`src/hdl/i2cra_pkg.sv`:
```
// Shared types and constants for the I2C master register access unit.
package i2cra_pkg;

    localparam logic [15:0] PHASE_TICKS_RESET = 16'd50;
    localparam logic [3:0]  BITS_PER_BYTE     = 4'd8;

    typedef enum logic [1:0] {
        CMD_TICK  = 2'd0,
        CMD_READ  = 2'd1,
        CMD_WRITE = 2'd2,
        CMD_DATA  = 2'd3
    } t_command;

    typedef enum logic [4:0] {
        PH_IDLE, PH_FS1, PH_FS2, PH_FS3, PH_ST1, PH_ST2, PH_ST3,
        PH_WBIT_SET, PH_WBIT_CLK, PH_WACK_SET, PH_WACK_CLK,
        PH_RBIT_SET, PH_RBIT_CLK, PH_RACK_SET, PH_RACK_CLK,
        PH_SP1, PH_SP2, PH_SP3, PH_WAIT_DATA
    } t_phase;

    typedef enum logic [1:0] {
        STG_ADDR_W, STG_REG, STG_ADDR_R, STG_DATA
    } t_stage;

    typedef struct packed {
        logic [7:0] dev_addr;
        logic [7:0] reg_addr;
        logic [7:0] length;
        logic [7:0] write_data;
        logic       sda_in;
    } t_item;

    typedef struct packed {
        logic       scl_out;
        logic       sda_out;
        logic       busy_res;
        logic       data_request;
        logic [7:0] read_byte;
        logic       read_valid;
        logic       done_res;
        logic       nack;
    } t_result;

endpackage

```
`src/hdl/i2c_master_register_access_unit.sv`:
```
// Top level: stream input register, bus sequencer, result register, config register.
//
//  channel   | direction | fields (lowest bit first)
//  s_axis    | in        | tuser: command; tdata: dev_addr, reg_addr, length, write_data, sda_in
//  m_axis    | out       | tdata: scl_out, sda_out, busy_res, data_request, read_byte,
//            |           |        read_valid, done_res, nack
//  cfg       | in        | i_cfg_data: phase_ticks
//
// One item per clock while m_axis is not stalled; an item passes the input register, then
// its result is captured in the result register. The sequencer's result is combinational.
// Synchronous active-low reset; phase_ticks resets to 50, pins released.
// A stall on m_axis holds one result; the input register still takes one more item.
module i2c_master_register_access_unit (
    input  logic        i_clk,
    input  logic        i_rst_n,
    input  logic        s_axis_tvalid,
    output logic        s_axis_tready,
    input  logic [39:0] s_axis_tdata,   // dev_addr, reg_addr, length, write_data, sda_in
    input  logic [1:0]  s_axis_tuser,   // command
    output logic        m_axis_tvalid,
    input  logic        m_axis_tready,
    output logic [15:0] m_axis_tdata,   // scl_out, sda_out, busy_res, data_request,
                                        // read_byte, read_valid, done_res, nack
    input  logic        i_cfg_valid,
    output logic        o_cfg_ready,
    input  logic [15:0] i_cfg_data
);
    import i2cra_pkg::*;

    logic        r_in_valid;
    logic [39:0] r_in_data;
    logic [1:0]  r_in_user;
    logic        r_out_valid;
    logic [15:0] r_out_data;
    logic [15:0] r_phase_ticks;

    logic        w_advance;
    t_item       w_item;
    t_result     w_res;

    assign w_advance     = r_in_valid && (!r_out_valid || m_axis_tready);
    assign s_axis_tready = !r_in_valid || w_advance;
    assign o_cfg_ready   = 1'b1;

    assign w_item.dev_addr   = r_in_data[7:0];
    assign w_item.reg_addr   = r_in_data[15:8];
    assign w_item.length     = r_in_data[23:16];
    assign w_item.write_data = r_in_data[31:24];
    assign w_item.sda_in     = r_in_data[32];

    always_ff @(posedge i_clk) begin
        if (!i_rst_n) begin
            r_in_valid    <= 1'b0;
            r_out_valid   <= 1'b0;
            r_phase_ticks <= PHASE_TICKS_RESET;
        end else begin
            if (s_axis_tvalid && s_axis_tready) begin
                r_in_valid <= 1'b1;
            end else if (w_advance) begin
                r_in_valid <= 1'b0;
            end
            if (w_advance) begin
                r_out_valid <= 1'b1;
            end else if (m_axis_tready) begin
                r_out_valid <= 1'b0;
            end
            if (i_cfg_valid && o_cfg_ready) begin
                r_phase_ticks <= i_cfg_data;
            end
        end
    end

    always_ff @(posedge i_clk) begin
        if (s_axis_tvalid && s_axis_tready) begin
            r_in_data <= s_axis_tdata;
            r_in_user <= s_axis_tuser;
        end
        if (w_advance) begin
            r_out_data <= {1'b0, w_res.nack, w_res.done_res, w_res.read_valid,
                           w_res.read_byte, w_res.data_request, w_res.busy_res,
                           w_res.sda_out, w_res.scl_out};
        end
    end

    i2cra_seq u_seq (
        .i_clk         (i_clk),
        .i_rst_n       (i_rst_n),
        .i_advance     (w_advance),
        .i_command     (t_command'(r_in_user)),
        .i_item        (w_item),
        .i_phase_ticks (r_phase_ticks),
        .o_res         (w_res)
    );

    assign m_axis_tvalid = r_out_valid;
    assign m_axis_tdata  = r_out_data;

endmodule

```
`src/hdl/i2cra_seq.sv`:
```
// Bus sequencer: phase state, delay counter, bit shifter and per-item result.
module i2cra_seq (
    input  logic               i_clk,
    input  logic               i_rst_n,
    input  logic               i_advance,
    input  i2cra_pkg::t_command i_command,
    input  i2cra_pkg::t_item   i_item,
    input  logic [15:0]        i_phase_ticks,
    output i2cra_pkg::t_result o_res
);
    import i2cra_pkg::*;

    t_phase     r_phase,       n_phase;
    t_stage     r_stage,       n_stage;
    logic [15:0] r_tick_count, n_tick_count;
    logic [3:0] r_bit_index,   n_bit_index;
    logic [7:0] r_shift_byte,  n_shift_byte;
    logic [7:0] r_bytes_left,  n_bytes_left;
    logic [7:0] r_dev_addr,    n_dev_addr;
    logic [7:0] r_reg_addr,    n_reg_addr;
    logic       r_is_read,     n_is_read;
    logic       r_scl,         n_scl;
    logic       r_sda,         n_sda;
    logic       r_nack_flag,   n_nack_flag;

    logic [15:0] w_tick_inc;
    logic [3:0]  w_bit_inc;
    logic [7:0]  w_wr_shift;
    logic [7:0]  w_rd_shift;
    logic [7:0]  w_bytes_dec;
    logic        w_done;
    logic        w_nack;
    logic        w_rvalid;
    logic [7:0]  w_rbyte;

    assign w_tick_inc  = r_tick_count + 16'd1;
    assign w_bit_inc   = r_bit_index + 4'd1;
    assign w_wr_shift  = {r_shift_byte[6:0], 1'b0};
    assign w_rd_shift  = {r_shift_byte[6:0], i_item.sda_in};
    assign w_bytes_dec = r_bytes_left - 8'd1;

    always_ff @(posedge i_clk) begin
        if (!i_rst_n) begin
            r_phase      <= PH_IDLE;
            r_stage      <= STG_ADDR_W;
            r_tick_count <= '0;
            r_bit_index  <= '0;
            r_shift_byte <= '0;
            r_bytes_left <= '0;
            r_dev_addr   <= '0;
            r_reg_addr   <= '0;
            r_is_read    <= 1'b0;
            r_scl        <= 1'b1;
            r_sda        <= 1'b1;
            r_nack_flag  <= 1'b0;
        end else begin
            r_phase      <= n_phase;
            r_stage      <= n_stage;
            r_tick_count <= n_tick_count;
            r_bit_index  <= n_bit_index;
            r_shift_byte <= n_shift_byte;
            r_bytes_left <= n_bytes_left;
            r_dev_addr   <= n_dev_addr;
            r_reg_addr   <= n_reg_addr;
            r_is_read    <= n_is_read;
            r_scl        <= n_scl;
            r_sda        <= n_sda;
            r_nack_flag  <= n_nack_flag;
        end
    end

    always_comb begin
        n_phase      = r_phase;
        n_stage      = r_stage;
        n_tick_count = r_tick_count;
        n_bit_index  = r_bit_index;
        n_shift_byte = r_shift_byte;
        n_bytes_left = r_bytes_left;
        n_dev_addr   = r_dev_addr;
        n_reg_addr   = r_reg_addr;
        n_is_read    = r_is_read;
        n_scl        = r_scl;
        n_sda        = r_sda;
        n_nack_flag  = r_nack_flag;
        w_done       = 1'b0;
        w_nack       = 1'b0;
        w_rvalid     = 1'b0;
        w_rbyte      = '0;

        if (i_advance) begin
            if (r_phase == PH_IDLE) begin
                if (i_command == CMD_READ || i_command == CMD_WRITE) begin
                    n_dev_addr   = i_item.dev_addr;
                    n_reg_addr   = i_item.reg_addr;
                    n_bytes_left = i_item.length;
                    n_is_read    = (i_command == CMD_READ);
                    n_stage      = STG_ADDR_W;
                    n_nack_flag  = 1'b0;
                    n_bit_index  = '0;
                    n_shift_byte = '0;
                    n_phase      = PH_FS1;
                    n_sda        = 1'b0;
                    n_tick_count = '0;
                end
            end else if (r_phase == PH_WAIT_DATA) begin
                if (i_command == CMD_DATA) begin
                    n_shift_byte = i_item.write_data;
                    n_bit_index  = '0;
                    n_phase      = PH_WBIT_SET;
                    n_scl        = 1'b0;
                    n_sda        = i_item.write_data[7];
                    n_tick_count = '0;
                end
            end else begin
                n_tick_count = w_tick_inc;
                if (w_tick_inc >= i_phase_ticks) begin
                    n_tick_count = '0;
                    unique case (r_phase)
                        PH_FS1: begin n_phase = PH_FS2; n_scl = 1'b1; end
                        PH_FS2: begin n_phase = PH_FS3; n_sda = 1'b1; end
                        PH_FS3, PH_ST1: begin
                            n_phase = (r_phase == PH_FS3) ? PH_ST1 : PH_ST2;
                            n_scl   = 1'b1;
                            n_sda   = (r_phase == PH_FS3);
                        end
                        PH_ST2: begin n_phase = PH_ST3; n_scl = 1'b0; end
                        PH_ST3: begin
                            n_shift_byte = {r_dev_addr[7:1], r_stage == STG_ADDR_R};
                            n_bit_index  = '0;
                            n_phase      = PH_WBIT_SET;
                            n_scl        = 1'b0;
                            n_sda        = r_dev_addr[7];
                        end
                        PH_WBIT_SET: begin n_phase = PH_WBIT_CLK; n_scl = 1'b1; end
                        PH_WBIT_CLK: begin
                            n_shift_byte = w_wr_shift;
                            n_bit_index  = w_bit_inc;
                            n_scl        = 1'b0;
                            if (w_bit_inc < BITS_PER_BYTE) begin
                                n_phase = PH_WBIT_SET;
                                n_sda   = w_wr_shift[7];
                            end else begin
                                n_phase = PH_WACK_SET;
                                n_sda   = 1'b1;
                            end
                        end
                        PH_WACK_SET: begin n_phase = PH_WACK_CLK; n_scl = 1'b1; end
                        PH_WACK_CLK: begin
                            n_scl = 1'b0;
                            if (r_stage == STG_DATA) begin
                                n_bytes_left = w_bytes_dec;
                                if (w_bytes_dec == 8'd0) begin
                                    n_nack_flag = 1'b0;
                                    n_phase     = PH_SP1;
                                    n_sda       = 1'b0;
                                end else begin
                                    n_phase = PH_WAIT_DATA;
                                end
                            end else if (i_item.sda_in) begin
                                n_nack_flag = 1'b1;
                                n_phase     = PH_SP1;
                                n_sda       = 1'b0;
                            end else if (r_stage == STG_ADDR_W) begin
                                n_stage      = STG_REG;
                                n_shift_byte = r_reg_addr;
                                n_bit_index  = '0;
                                n_phase      = PH_WBIT_SET;
                                n_sda        = r_reg_addr[7];
                            end else if (r_stage == STG_REG) begin
                                if (r_is_read) begin
                                    n_stage = STG_ADDR_R;
                                    n_phase = PH_ST1;
                                    n_scl   = 1'b1;
                                    n_sda   = 1'b1;
                                end else if (r_bytes_left == 8'd0) begin
                                    n_phase = PH_IDLE;
                                    w_done  = 1'b1;
                                end else begin
                                    n_stage = STG_DATA;
                                    n_phase = PH_WAIT_DATA;
                                end
                            end else if (r_bytes_left == 8'd0) begin
                                n_phase = PH_IDLE;
                                w_done  = 1'b1;
                            end else begin
                                n_bit_index  = '0;
                                n_shift_byte = '0;
                                n_phase      = PH_RBIT_SET;
                                n_sda        = 1'b1;
                            end
                        end
                        PH_RBIT_SET: begin n_phase = PH_RBIT_CLK; n_scl = 1'b1; end
                        PH_RBIT_CLK: begin
                            n_shift_byte = w_rd_shift;
                            n_bit_index  = w_bit_inc;
                            n_scl        = 1'b0;
                            if (w_bit_inc < BITS_PER_BYTE) begin
                                n_phase = PH_RBIT_SET;
                                n_sda   = 1'b1;
                            end else begin
                                w_rvalid = 1'b1;
                                w_rbyte  = w_rd_shift;
                                n_phase  = PH_RACK_SET;
                                n_sda    = (r_bytes_left == 8'd1);
                            end
                        end
                        PH_RACK_SET: begin n_phase = PH_RACK_CLK; n_scl = 1'b1; end
                        PH_RACK_CLK: begin
                            n_bytes_left = w_bytes_dec;
                            n_scl        = 1'b0;
                            if (w_bytes_dec == 8'd0) begin
                                n_nack_flag = 1'b0;
                                n_phase     = PH_SP1;
                                n_sda       = 1'b0;
                            end else begin
                                n_bit_index  = '0;
                                n_shift_byte = '0;
                                n_phase      = PH_RBIT_SET;
                                n_sda        = 1'b1;
                            end
                        end
                        PH_SP1: begin n_phase = PH_SP2; n_scl = 1'b1; end
                        PH_SP2: begin n_phase = PH_SP3; n_sda = 1'b1; end
                        PH_SP3: begin
                            n_phase = PH_IDLE;
                            w_done  = 1'b1;
                            w_nack  = r_nack_flag;
                        end
                        default: n_phase = PH_IDLE;
                    endcase
                end
            end
        end

        o_res.scl_out      = n_scl;
        o_res.sda_out      = n_sda;
        o_res.busy_res     = (n_phase != PH_IDLE);
        o_res.data_request = (n_phase == PH_WAIT_DATA);
        o_res.read_byte    = w_rbyte;
        o_res.read_valid   = w_rvalid;
        o_res.done_res     = w_done;
        o_res.nack         = w_nack;
    end

    a_nack_with_done: assert property (@(posedge i_clk) disable iff (!i_rst_n)
        o_res.nack |-> o_res.done_res)
        else $error("nack without done");

    a_read_then_ack: assert property (@(posedge i_clk) disable iff (!i_rst_n)
        (i_advance && o_res.read_valid) |=> (r_phase == PH_RACK_SET && !r_scl))
        else $error("read byte not followed by ack step");

    a_idle_holds: assert property (@(posedge i_clk) disable iff (!i_rst_n)
        (i_advance && r_phase == PH_IDLE && i_command != CMD_READ
         && i_command != CMD_WRITE) |=> (r_phase == PH_IDLE))
        else $error("left idle without a start command");

    a_bit_range: assert property (@(posedge i_clk) disable iff (!i_rst_n)
        r_bit_index <= BITS_PER_BYTE)
        else $error("bit index out of range");

endmodule

```
`config.mk`:
```
export PLATFORM = sky130hd
export DESIGN_NAME = i2c_master_register_access_unit
export DESIGN_NICKNAME = d
export VERILOG_FILES = /design/src/hdl/i2cra_pkg.sv /design/src/hdl/i2c_master_register_access_unit.sv /design/src/hdl/i2cra_seq.sv
export SDC_FILE = /design/constraint.sdc
export NUM_CORES = 1
export LEC_CHECK = 0
export BUFFER_PORTS_ARGS = -buffer_cell sky130_fd_sc_hd__buf_2
export CORE_ASPECT_RATIO = 1.1
export CORE_MARGIN = 10
export CORE_UTILIZATION = 58
export DETAILED_ROUTE_END_ITERATION = 16
export PLACE_DENSITY = 0.8
export SLEW_MARGIN = 20
export SYNTH_ARGS = -nofsm -noshare
export SYNTH_HDL_FRONTEND = slang
export SYNTH_SLANG_ARGS = --single-unit
```
`constraint.sdc`:
```
create_clock -name i_clk -period 4.6 [get_ports i_clk]
set_input_delay 0.46 -clock i_clk [delete_from_list [all_inputs] [get_ports i_clk]]
set_output_delay 0.46 -clock i_clk [all_outputs]
set_load 0.005 [all_outputs]
```
# After elaboration in Yosys (flattened, before gate mapping)
# Cells that the tools add are included.
# Widths: inputs -> output; s select.
# totals
out_inout_bits	19
regBits	130
word_cells	219
input_bits	63
# classes
n_lt_le_gt_ge	2
eq_ne	39
mux	113
reduce_logical	37
addsub	3
bitwise_logic	3
# ops
op	count
$mux 16	5
$mux 7	11
$pmux 5 s15	1
$mux 5	13
$mux 4	13
$mux 1	45
$eq 5x4->1 const B	8
$mux 8	5
$pmux 7 s5	1
$mux 2	11
$eq 5x3->1 const B	4
$eq 5x5->1 const B	4
$reduce_and 10->1	2
$add 16x1->16 const B	1
$ge 16x16->1	1
$logic_not 8->1	2
$ne 4x2->1 const B	4
$pmux 4 s4	1
$pmux 8 s2	1
$reduce_and 6->1	2
$eq 5x2->1 const B	2
$ne 5x2->1 const B	2
$reduce_or 5->1	2
$reduce_and 9->1	1
32 further kinds	55

# Depth between registers and ports, before layout
# Gate-level depths: netlist of the first run.
# depth
ltp_word	13
depth_mapped	17
ltp_nobuf	15

# Cells and area by module
# Synthesis of the first run repeated with hierarchy kept, for this count alone.
# unflattened
hier_cells	728
hier_area_um2	6770.2
# by_module_without_submodules
module	seq_area_each_um2	n_inst	area_each_um2	cells_per_inst
i2cra_seq	1221.2	1	4553.1	614
i2c_master_register_access_unit	1861.8	1	2217.1	114

# Worst setup path after synthesis of the first run
# OpenSTA, ideal clock, no wires.
# synth_path
path_kind	register -> register
start	register u_seq.r_tick_count[2]
end	register u_seq.r_bytes_left[2]
synth_period_minus_slack_ps	3779
path_buffers	2
path_slack_ps	821
required_ps	4484
stages_incl_launch_ff	18
setup_ps	116
arrival_ps	3663
cell_sequence	dfxtp_1 -> and3_1 -> and3_1 -> clkbuf_1 -> and3_1 -> and2_1 -> nand2_1 -> xnor2_1 -> ha_1 -> and4_1 -> o2111ai_1 -> a31o_2 -> a21oi_1 -> nor2_1 -> o41ai_2 -> buf_2 -> nand4_1 -> a31o_2
# synth_between
elab_chain_len	4
# synth_rtl
element	line	text
start, declared	i2cra_seq.sv:15	logic [15:0] r_tick_count, n_tick_count;
start signal, assigned	i2cra_seq.sv:59	r_tick_count <= n_tick_count;
$add 16x1->16	i2cra_seq.sv:36	assign w_tick_inc = r_tick_count + 16'd1;
$ge 16x16->1	i2cra_seq.sv:116	if (w_tick_inc >= i_phase_ticks) begin
$reduce_bool 2->1 (no source line)	n/a	
$reduce_and 6->1 (no source line)	n/a	
end signal, assigned	i2cra_seq.sv:62	r_bytes_left <= n_bytes_left;
end, declared	i2cra_seq.sv:18	logic [7:0] r_bytes_left, n_bytes_left;
# Every way passes these cells.
# A chain may end at the register's enable or synchronous reset.

# Worst setup path in the final report of the first run
# layout_path
start	register u_seq.r_tick_count[2]
end	register u_seq.r_bytes_left[5]
# The elaborated chain is that of the path after synthesis.

==> results of run 1 <==
cell usage after synthesis, drive strengths merged, types with 11 or more instances:
cell type / count
dfxtp: 79
o21ai: 30
and2: 13
edfxtp: 49
mux2i: 15
a21oi: 54
nand2: 84
inv: 24
o211ai: 11
nand3: 27
clkbuf: 35
and3: 15
nor2: 58
ha: 24
nor3: 11
final cells by class:
cell class,count,area share (%)
Multi-Input combinational cell,501,41.9
Clock buffer,19,6.03
Timing Repair Buffer,82,5.99
Sequential cell,128,40.6
Inverter,27,1.35
Tap cell,147,2.45
Clock inverter,13,1.66
cell families (layout without fill, tap and decap cells):
group	count (synthesis)	in the layout	share of synthesized area (%)
flops	128	128	47.0
mux	15	15	2.31
other cells	2	2	0.116
fa+ha+maj	24	24	4.62
simple gates	250	250	18.4
compound gates	194	194	20.9
buf+inv	71	141	4.54
xor+xnor	16	16	2.16
state kept, by name, indices dropped and copies added (netlist names), 7 cells and up:
name and count:
u_seq.r_shift_byte 7, u_seq.r_reg_addr 8, u_seq.r_bytes_left 8, r_in_data 32
r_phase_ticks 16, u_seq.r_tick_count 16, u_seq.r_dev_addr 7, m_axis_tdata 15
worst max-delay path, stage by stage (launching register included):
cell       delay, ns
dfxtp_1         0.41
and3_1          0.27
and3_1          0.32
and3_1          0.23
and2_1          0.20
nand2_1         0.11
xnor2_1         0.16
ha_1            0.31
and4_1          0.25
o2111ai_1       0.13
a31o_2          0.25
a21oi_1         0.14
nor2_1          0.05
buf_4           0.21
o41ai_2         0.39
buf_4           0.28
nand2_1         0.12
o221a_2         0.34
power by group:
part	internal (W)	leakage (nW)	switching [W]
Sequential	0.00123	1.11	0.0000311
Clock	0.000781	0.275	0.000525
Combinational	0.0000885	1.62	0.000132
Total	0.00209	3.00	0.000688
layout by cell type, fill, tap and decap left out, drive strengths merged, types with 4 or more instances in the layout:
master,n
a211oi,5
or3,4
o211a,5
mux2i,15
nand3,27
o22a,4
a21oi,54
ha,24
o211ai,11
nor2,58
nand2,84
xor2,6
nor4,5
buf,82
o22ai,5
o21ai,30
edfxtp,49
xnor2,10
nor3b,5
nand4,6
a31oi,8
a221o,9
inv,30
dfxtp,79
a31o,5
a22oi,9
clkbuf,19
a21o,9
clkinvlp,4
nor3,11
and2,13
and3,15
nand2b,8
clkinv,5
nand3b,4
o31ai,8
path summary, 6_finish.rpt:
kind	startpoint	to	cells past startpoint
worst max-delay path	u_seq.r_tick_count[2]$_SDFFE_PN0P_	u_seq.r_bytes_left[5]$_SDFFE_PN0P_	17
worst min-delay path	s_axis_tdata[9]	r_in_data[9]$_DFFE_PP_	1
worst max register to register	u_seq.r_tick_count[2]$_SDFFE_PN0P_	u_seq.r_bytes_left[5]$_SDFFE_PN0P_	17
worst min register to register	u_seq.r_dev_addr[4]$_SDFFE_PN0P_	u_seq.r_dev_addr[4]$_SDFFE_PN0P_	2
metrics by stage:
step / hold WS (ns) / worst slack (ns)
finish: 0.212 / 0.316
global route: 0.201 / 0.123
CTS: 0.201 / 0.372
detailed placement: 0.451 / 0.439
global placement: 0.446 / 0.556
floorplan: 0.436 / 0.821
metal layers:
layer,vias up,GRT usage [%],share of wire [%]
met1,2708,23.4,40
li1,2686,-,-
met2,263,37.3,51
met5,-,0,0
met4,0,9.45,2.6
met3,40,5.11,7.2
==> flow_metrics.tcl, run 1 <==
set metrics [dict create \
    grt_pass1_wl_um 26900 \
    antenna_cells 0 \
    worstMarginPinSlew_ns 0.873 \
    hpwl_um 11400 \
    coreArea_um2 11000 \
    power_density_nw_per_um2 370 \
    ys_seq_area_share_pct 47.0 \
    antenna_found_initial 0 \
    cts_sinks 128 \
    power.leakage_nw 3.00 \
    yosysTopAreaCell "dfxtp_1" \
    fin_util_pct 68.6 \
    place_area_um2 6940 \
    finalPower_w 0.00278 \
    seq_area_um2 3050 \
    wire_per_inst_um 18.0 \
    timing.final.crit_period_ns 4.28 \
    cts_repair_resize_count 0 \
    clkTransAtPathRegs_ns 0.06 \
    ioPinCount 82 \
    synth_top_area_share_pct 24.3 \
    routabilityCongestion 0.915 \
    rows 40 \
    fmax_mhz 233 \
    slew-limit-headroom_pct 41.3 \
    post_cts_buffers 0 \
    status "finished clean" \
    grt_pass1_vias 5620 \
    dp_cells 885 \
    setup_viol_count_final 0 \
    nets 844 \
    yosysUniqueCellTypes 71 \
    synth-edff-count 49 \
    end_kind "register" \
    async_flop_share_pct 0 \
    fillers 828 \
    vias 5697 \
    reg2reg_slack_ns 0.32 \
    yosys_warnings 0 \
    grt_overflow 0 \
    ys_ff_latch 128 \
    start_util_pct 59.3 \
    hold_viol_final 0 \
    syn_area_per_cell_um2 9.28 \
    required_ns 4.90 \
    die_area_um2 15800 \
    cts-root-buf "clkbuf_16" \
    vdd_drop_max_mv 0.248 \
    grt_max_degree 52 \
    critPathKind "reg -> reg" \
    dr.pass1.iters 5 \
    gr-usage-all-layers_pct 21.0 \
    finalMaxSlewViolations 0 \
    die_w_um 121 \
    hold_class "in -> reg" \
    critPathLaunchType "register" \
    grt_setup_unrepaired "false" \
    crit_fanout 16 \
    cap_viol_max_count 0 \
    critPathArrivalTime_ns 4.59 \
    htreeDepth 4 \
    fin_area_um2 7520 \
    wl_um 16500 \
    synth_area_leaders "dfxtp_1, edfxtp_1, nand2_1" \
    drcViolationCount 0 \
    drive_above_1_share_pct 17.0 \
    io_buffers 71 \
    finalClockSkew_ns 0.00861 \
    drt_iter0_markers 572 \
    cts_tree "done" \
    cts_buffers 17 \
    die_y_um 131 \
    synth_ff_type "dfxtp_1" \
    setup_tns_ns 0 \
    syn_inst 700 \
    vias_per_cell 6.21 \
    multiInputGateArea_um2 3150 \
    area_growth_pct 15.7 \
    clk_latency_ns 0.42 \
    clk_path_buf_depth 2 \
    min_period_over_period_pct 93.1 \
    hold_buffers 0 \
    finalNonFillerCells 917 \
    netlist_area_um2 6500 \
    syn_nets 787 \
    ant_nets 0 \
]
Note: power is estimated with default switching activity, not from simulation.
==> inputs of run 2 (changes only) <==
CORE_UTILIZATION = 60   (was 58)
CTS_BUF_LIST = sky130_fd_sc_hd__clkbuf_4 sky130_fd_sc_hd__clkbuf_8   (was default)
PLACE_DENSITY = 0.82   (was 0.8)
==> run 2 against run 1 <==
Sequential share of layout area is 1.4 points higher; maximum frequency is 1.6% higher; worst hold slack worse by 0.024 ns; sequential power hardly changed; first-iteration DRC count is 15% lower; clock power is 33% lower; routed wire length is 1.1% lower; final cell count is 0.65% lower; critical path depth is 1 lower; largest cell class unchanged; highest routed layer unchanged.
==> flow_metrics.tcl, run 2 (same netlist as run 1, synthesis figures left out) <==
set metrics [dict create \
    die_area_um2 15400 \
    drcViolationCount 0 \
    routabilityCongestion 0.943 \
    hpwl_um 11400 \
    status "finished clean" \
    dr.pass1.iters 5 \
    critPathKind "reg -> reg" \
    setup_viol_count_final 0 \
    start_util_pct 61.9 \
    hold_class "in -> reg" \
    drive_above_1_share_pct 16.8 \
    cts_sinks 128 \
    antenna_cells 0 \
    hold_buffers 0 \
    power.leakage_nw 2.89 \
    ioPinCount 82 \
    area_growth_pct 11.9 \
    rr_worst_depth 16 \
    grt_setup_unrepaired "false" \
    timing.final.crit_period_ns 4.22 \
    hold_viol_final 0 \
    grt_pass1_vias 5362 \
    nets 843 \
    coreArea_um2 10500 \
    clk_latency_ns 0.44 \
    die_w_um 119 \
    fmax_mhz 237 \
    cts_repair_resize_count 0 \
    power_density_nw_per_um2 322 \
    grt_use_met1_pct 24.8 \
    layout_commonest_cell "nand2_1" \
    crit_fanout 22 \
    final_cell_mix "nand2_1, dfxtp_1, buf_2" \
    setup_tns_ns 0 \
    grt_overflow 0 \
    htreeDepth 4 \
    path_common_cell "and3_1" \
    place_ws_ns 0.408 \
    antenna_found_initial 0 \
    reg_top3 "r_in_data (32), r_phase_ticks (16), u_seq.r_tick_count (16)" \
    die_y_um 129 \
    vdd_drop_max_mv 0.265 \
    min_period_over_period_pct 91.7 \
    clk_path_buf_depth 2 \
    drt_iter0_markers 488 \
    critPathLaunchType "register" \
    crit_slowest_cell "o41a_2" \
    grt_busiest_layer "met2" \
    cts-root-buf "clkbuf_8" \
    required_ns 4.97 \
    fin_area_um2 7270 \
    rows 39 \
    cts_tree "done" \
    wl_um 16300 \
    crit_chain "and3_1, and3_1, and3_1, and2_1, nand2_1, xnor2_1, ha_1, and4_1, o2111ai_1, a31o_2, a21oi_1, nor2_1, buf_4, o41a_2, or3_1, a21oi_2" \
    cts_buffers 17 \
    seq_area_um2 3050 \
    critPathArrivalTime_ns 4.59 \
    fillers 817 \
    vias 5615 \
    multiInputGateArea_um2 3160 \
    place_area_um2 6910 \
    post_cts_buffers 0 \
    wire_per_inst_um 17.9 \
    largest_reg_flops 32 \
    slew-limit-headroom_pct 31.1 \
    hold-path-cell-count 1 \
    grtUsageMet3_pct 6.52 \
    vias_per_cell 6.16 \
    slowest_delay_ns 0.68 \
    clkTransAtPathRegs_ns 0.08 \
    end_kind "register" \
    io_buffers 71 \
    finalClockSkew_ns 0.0122 \
    ant_nets 0 \
    gr-usage-met2_pct 33.1 \
    grt_max_degree 53 \
    cap_viol_max_count 0 \
    final.setup.worst_slack_ns 0.382 \
    regMostFlops "r_in_data" \
    finalMaxSlewViolations 0 \
    grt_pass1_wl_um 25900 \
    worstMarginPinSlew_ns 1.03 \
    gr-usage-all-layers_pct 20.4 \
]
run 2: changes by cell type in the layout (fill, tap and decap cells not counted), sizes merged:
cell,before,now
clkbuf,19,17
inv,30,26
clkinv,5,10
buf,82,81
run 2: final timing paths:
path                                                         start                                end  slack (ns)
worst min-delay path                              s_axis_tdata[28]            r_in_data[28]$_DFFE_PP_        0.19
worst max register to register  u_seq.r_tick_count[2]$_SDFFE_PN0P_  u_seq.r_bit_index[2]$_SDFFE_PN0P_        0.38
worst min register to register    u_seq.r_dev_addr[3]$_SDFFE_PN0P_   u_seq.r_dev_addr[3]$_SDFFE_PN0P_        0.47
worst max-delay path            u_seq.r_tick_count[2]$_SDFFE_PN0P_  u_seq.r_bit_index[2]$_SDFFE_PN0P_        0.38
run 2: per-stage QoR:
stage	hold WS (ns)	total power, W	util [%]	std cells
after CTS	0.174	0.00236	69.3	911
after detailed placement	0.454	0.00149	65.9	880
final	0.188	0.00234	69.3	911
after global routing	0.161	0.00244	69.3	911
after global placement	0.448	0.00148	65.9	880
after floorplan	0.436	0.00142	-	700
run 2: final cells by class:
type                    count  share of cell area [%]
multi-input cells         501                    43.4
flip-flops and latches    128                    42.0
repair buffers             81                    5.92
clock buffers              17                    3.22
well taps                 143                    2.46
clock inverters            14                    1.63
inverters                  27                    1.39
run 2: per-layer routing:
layer  up-vias  routed length, um
met4         0                465
met2       279               7690
met1      2619               6720
li1       2676                  -
met3        41               1440
met5         -                  0
run 2: where the power goes:
part	switching [W]	leakage, nW	total, W	internal, W
clock network	0.000451	0.171	0.000872	0.000421
registers	0.0000325	1.11	0.00126	0.00122
logic	0.000131	1.61	0.000217	0.0000859
total	0.000614	2.89	0.00234	0.00173
run 2: critical path, delay by kind of cell (launching register included):
family | cells | cell delay (ns)
AND/OR/NAND/NOR | 8 | 1.80
buffers and inverters | 1 | 0.20
flip-flops | 1 | 0.40
XOR/XNOR | 1 | 0.14
adder cells (fa/ha/maj) | 1 | 0.30
AO/OA/AOI/OAI | 5 | 1.32
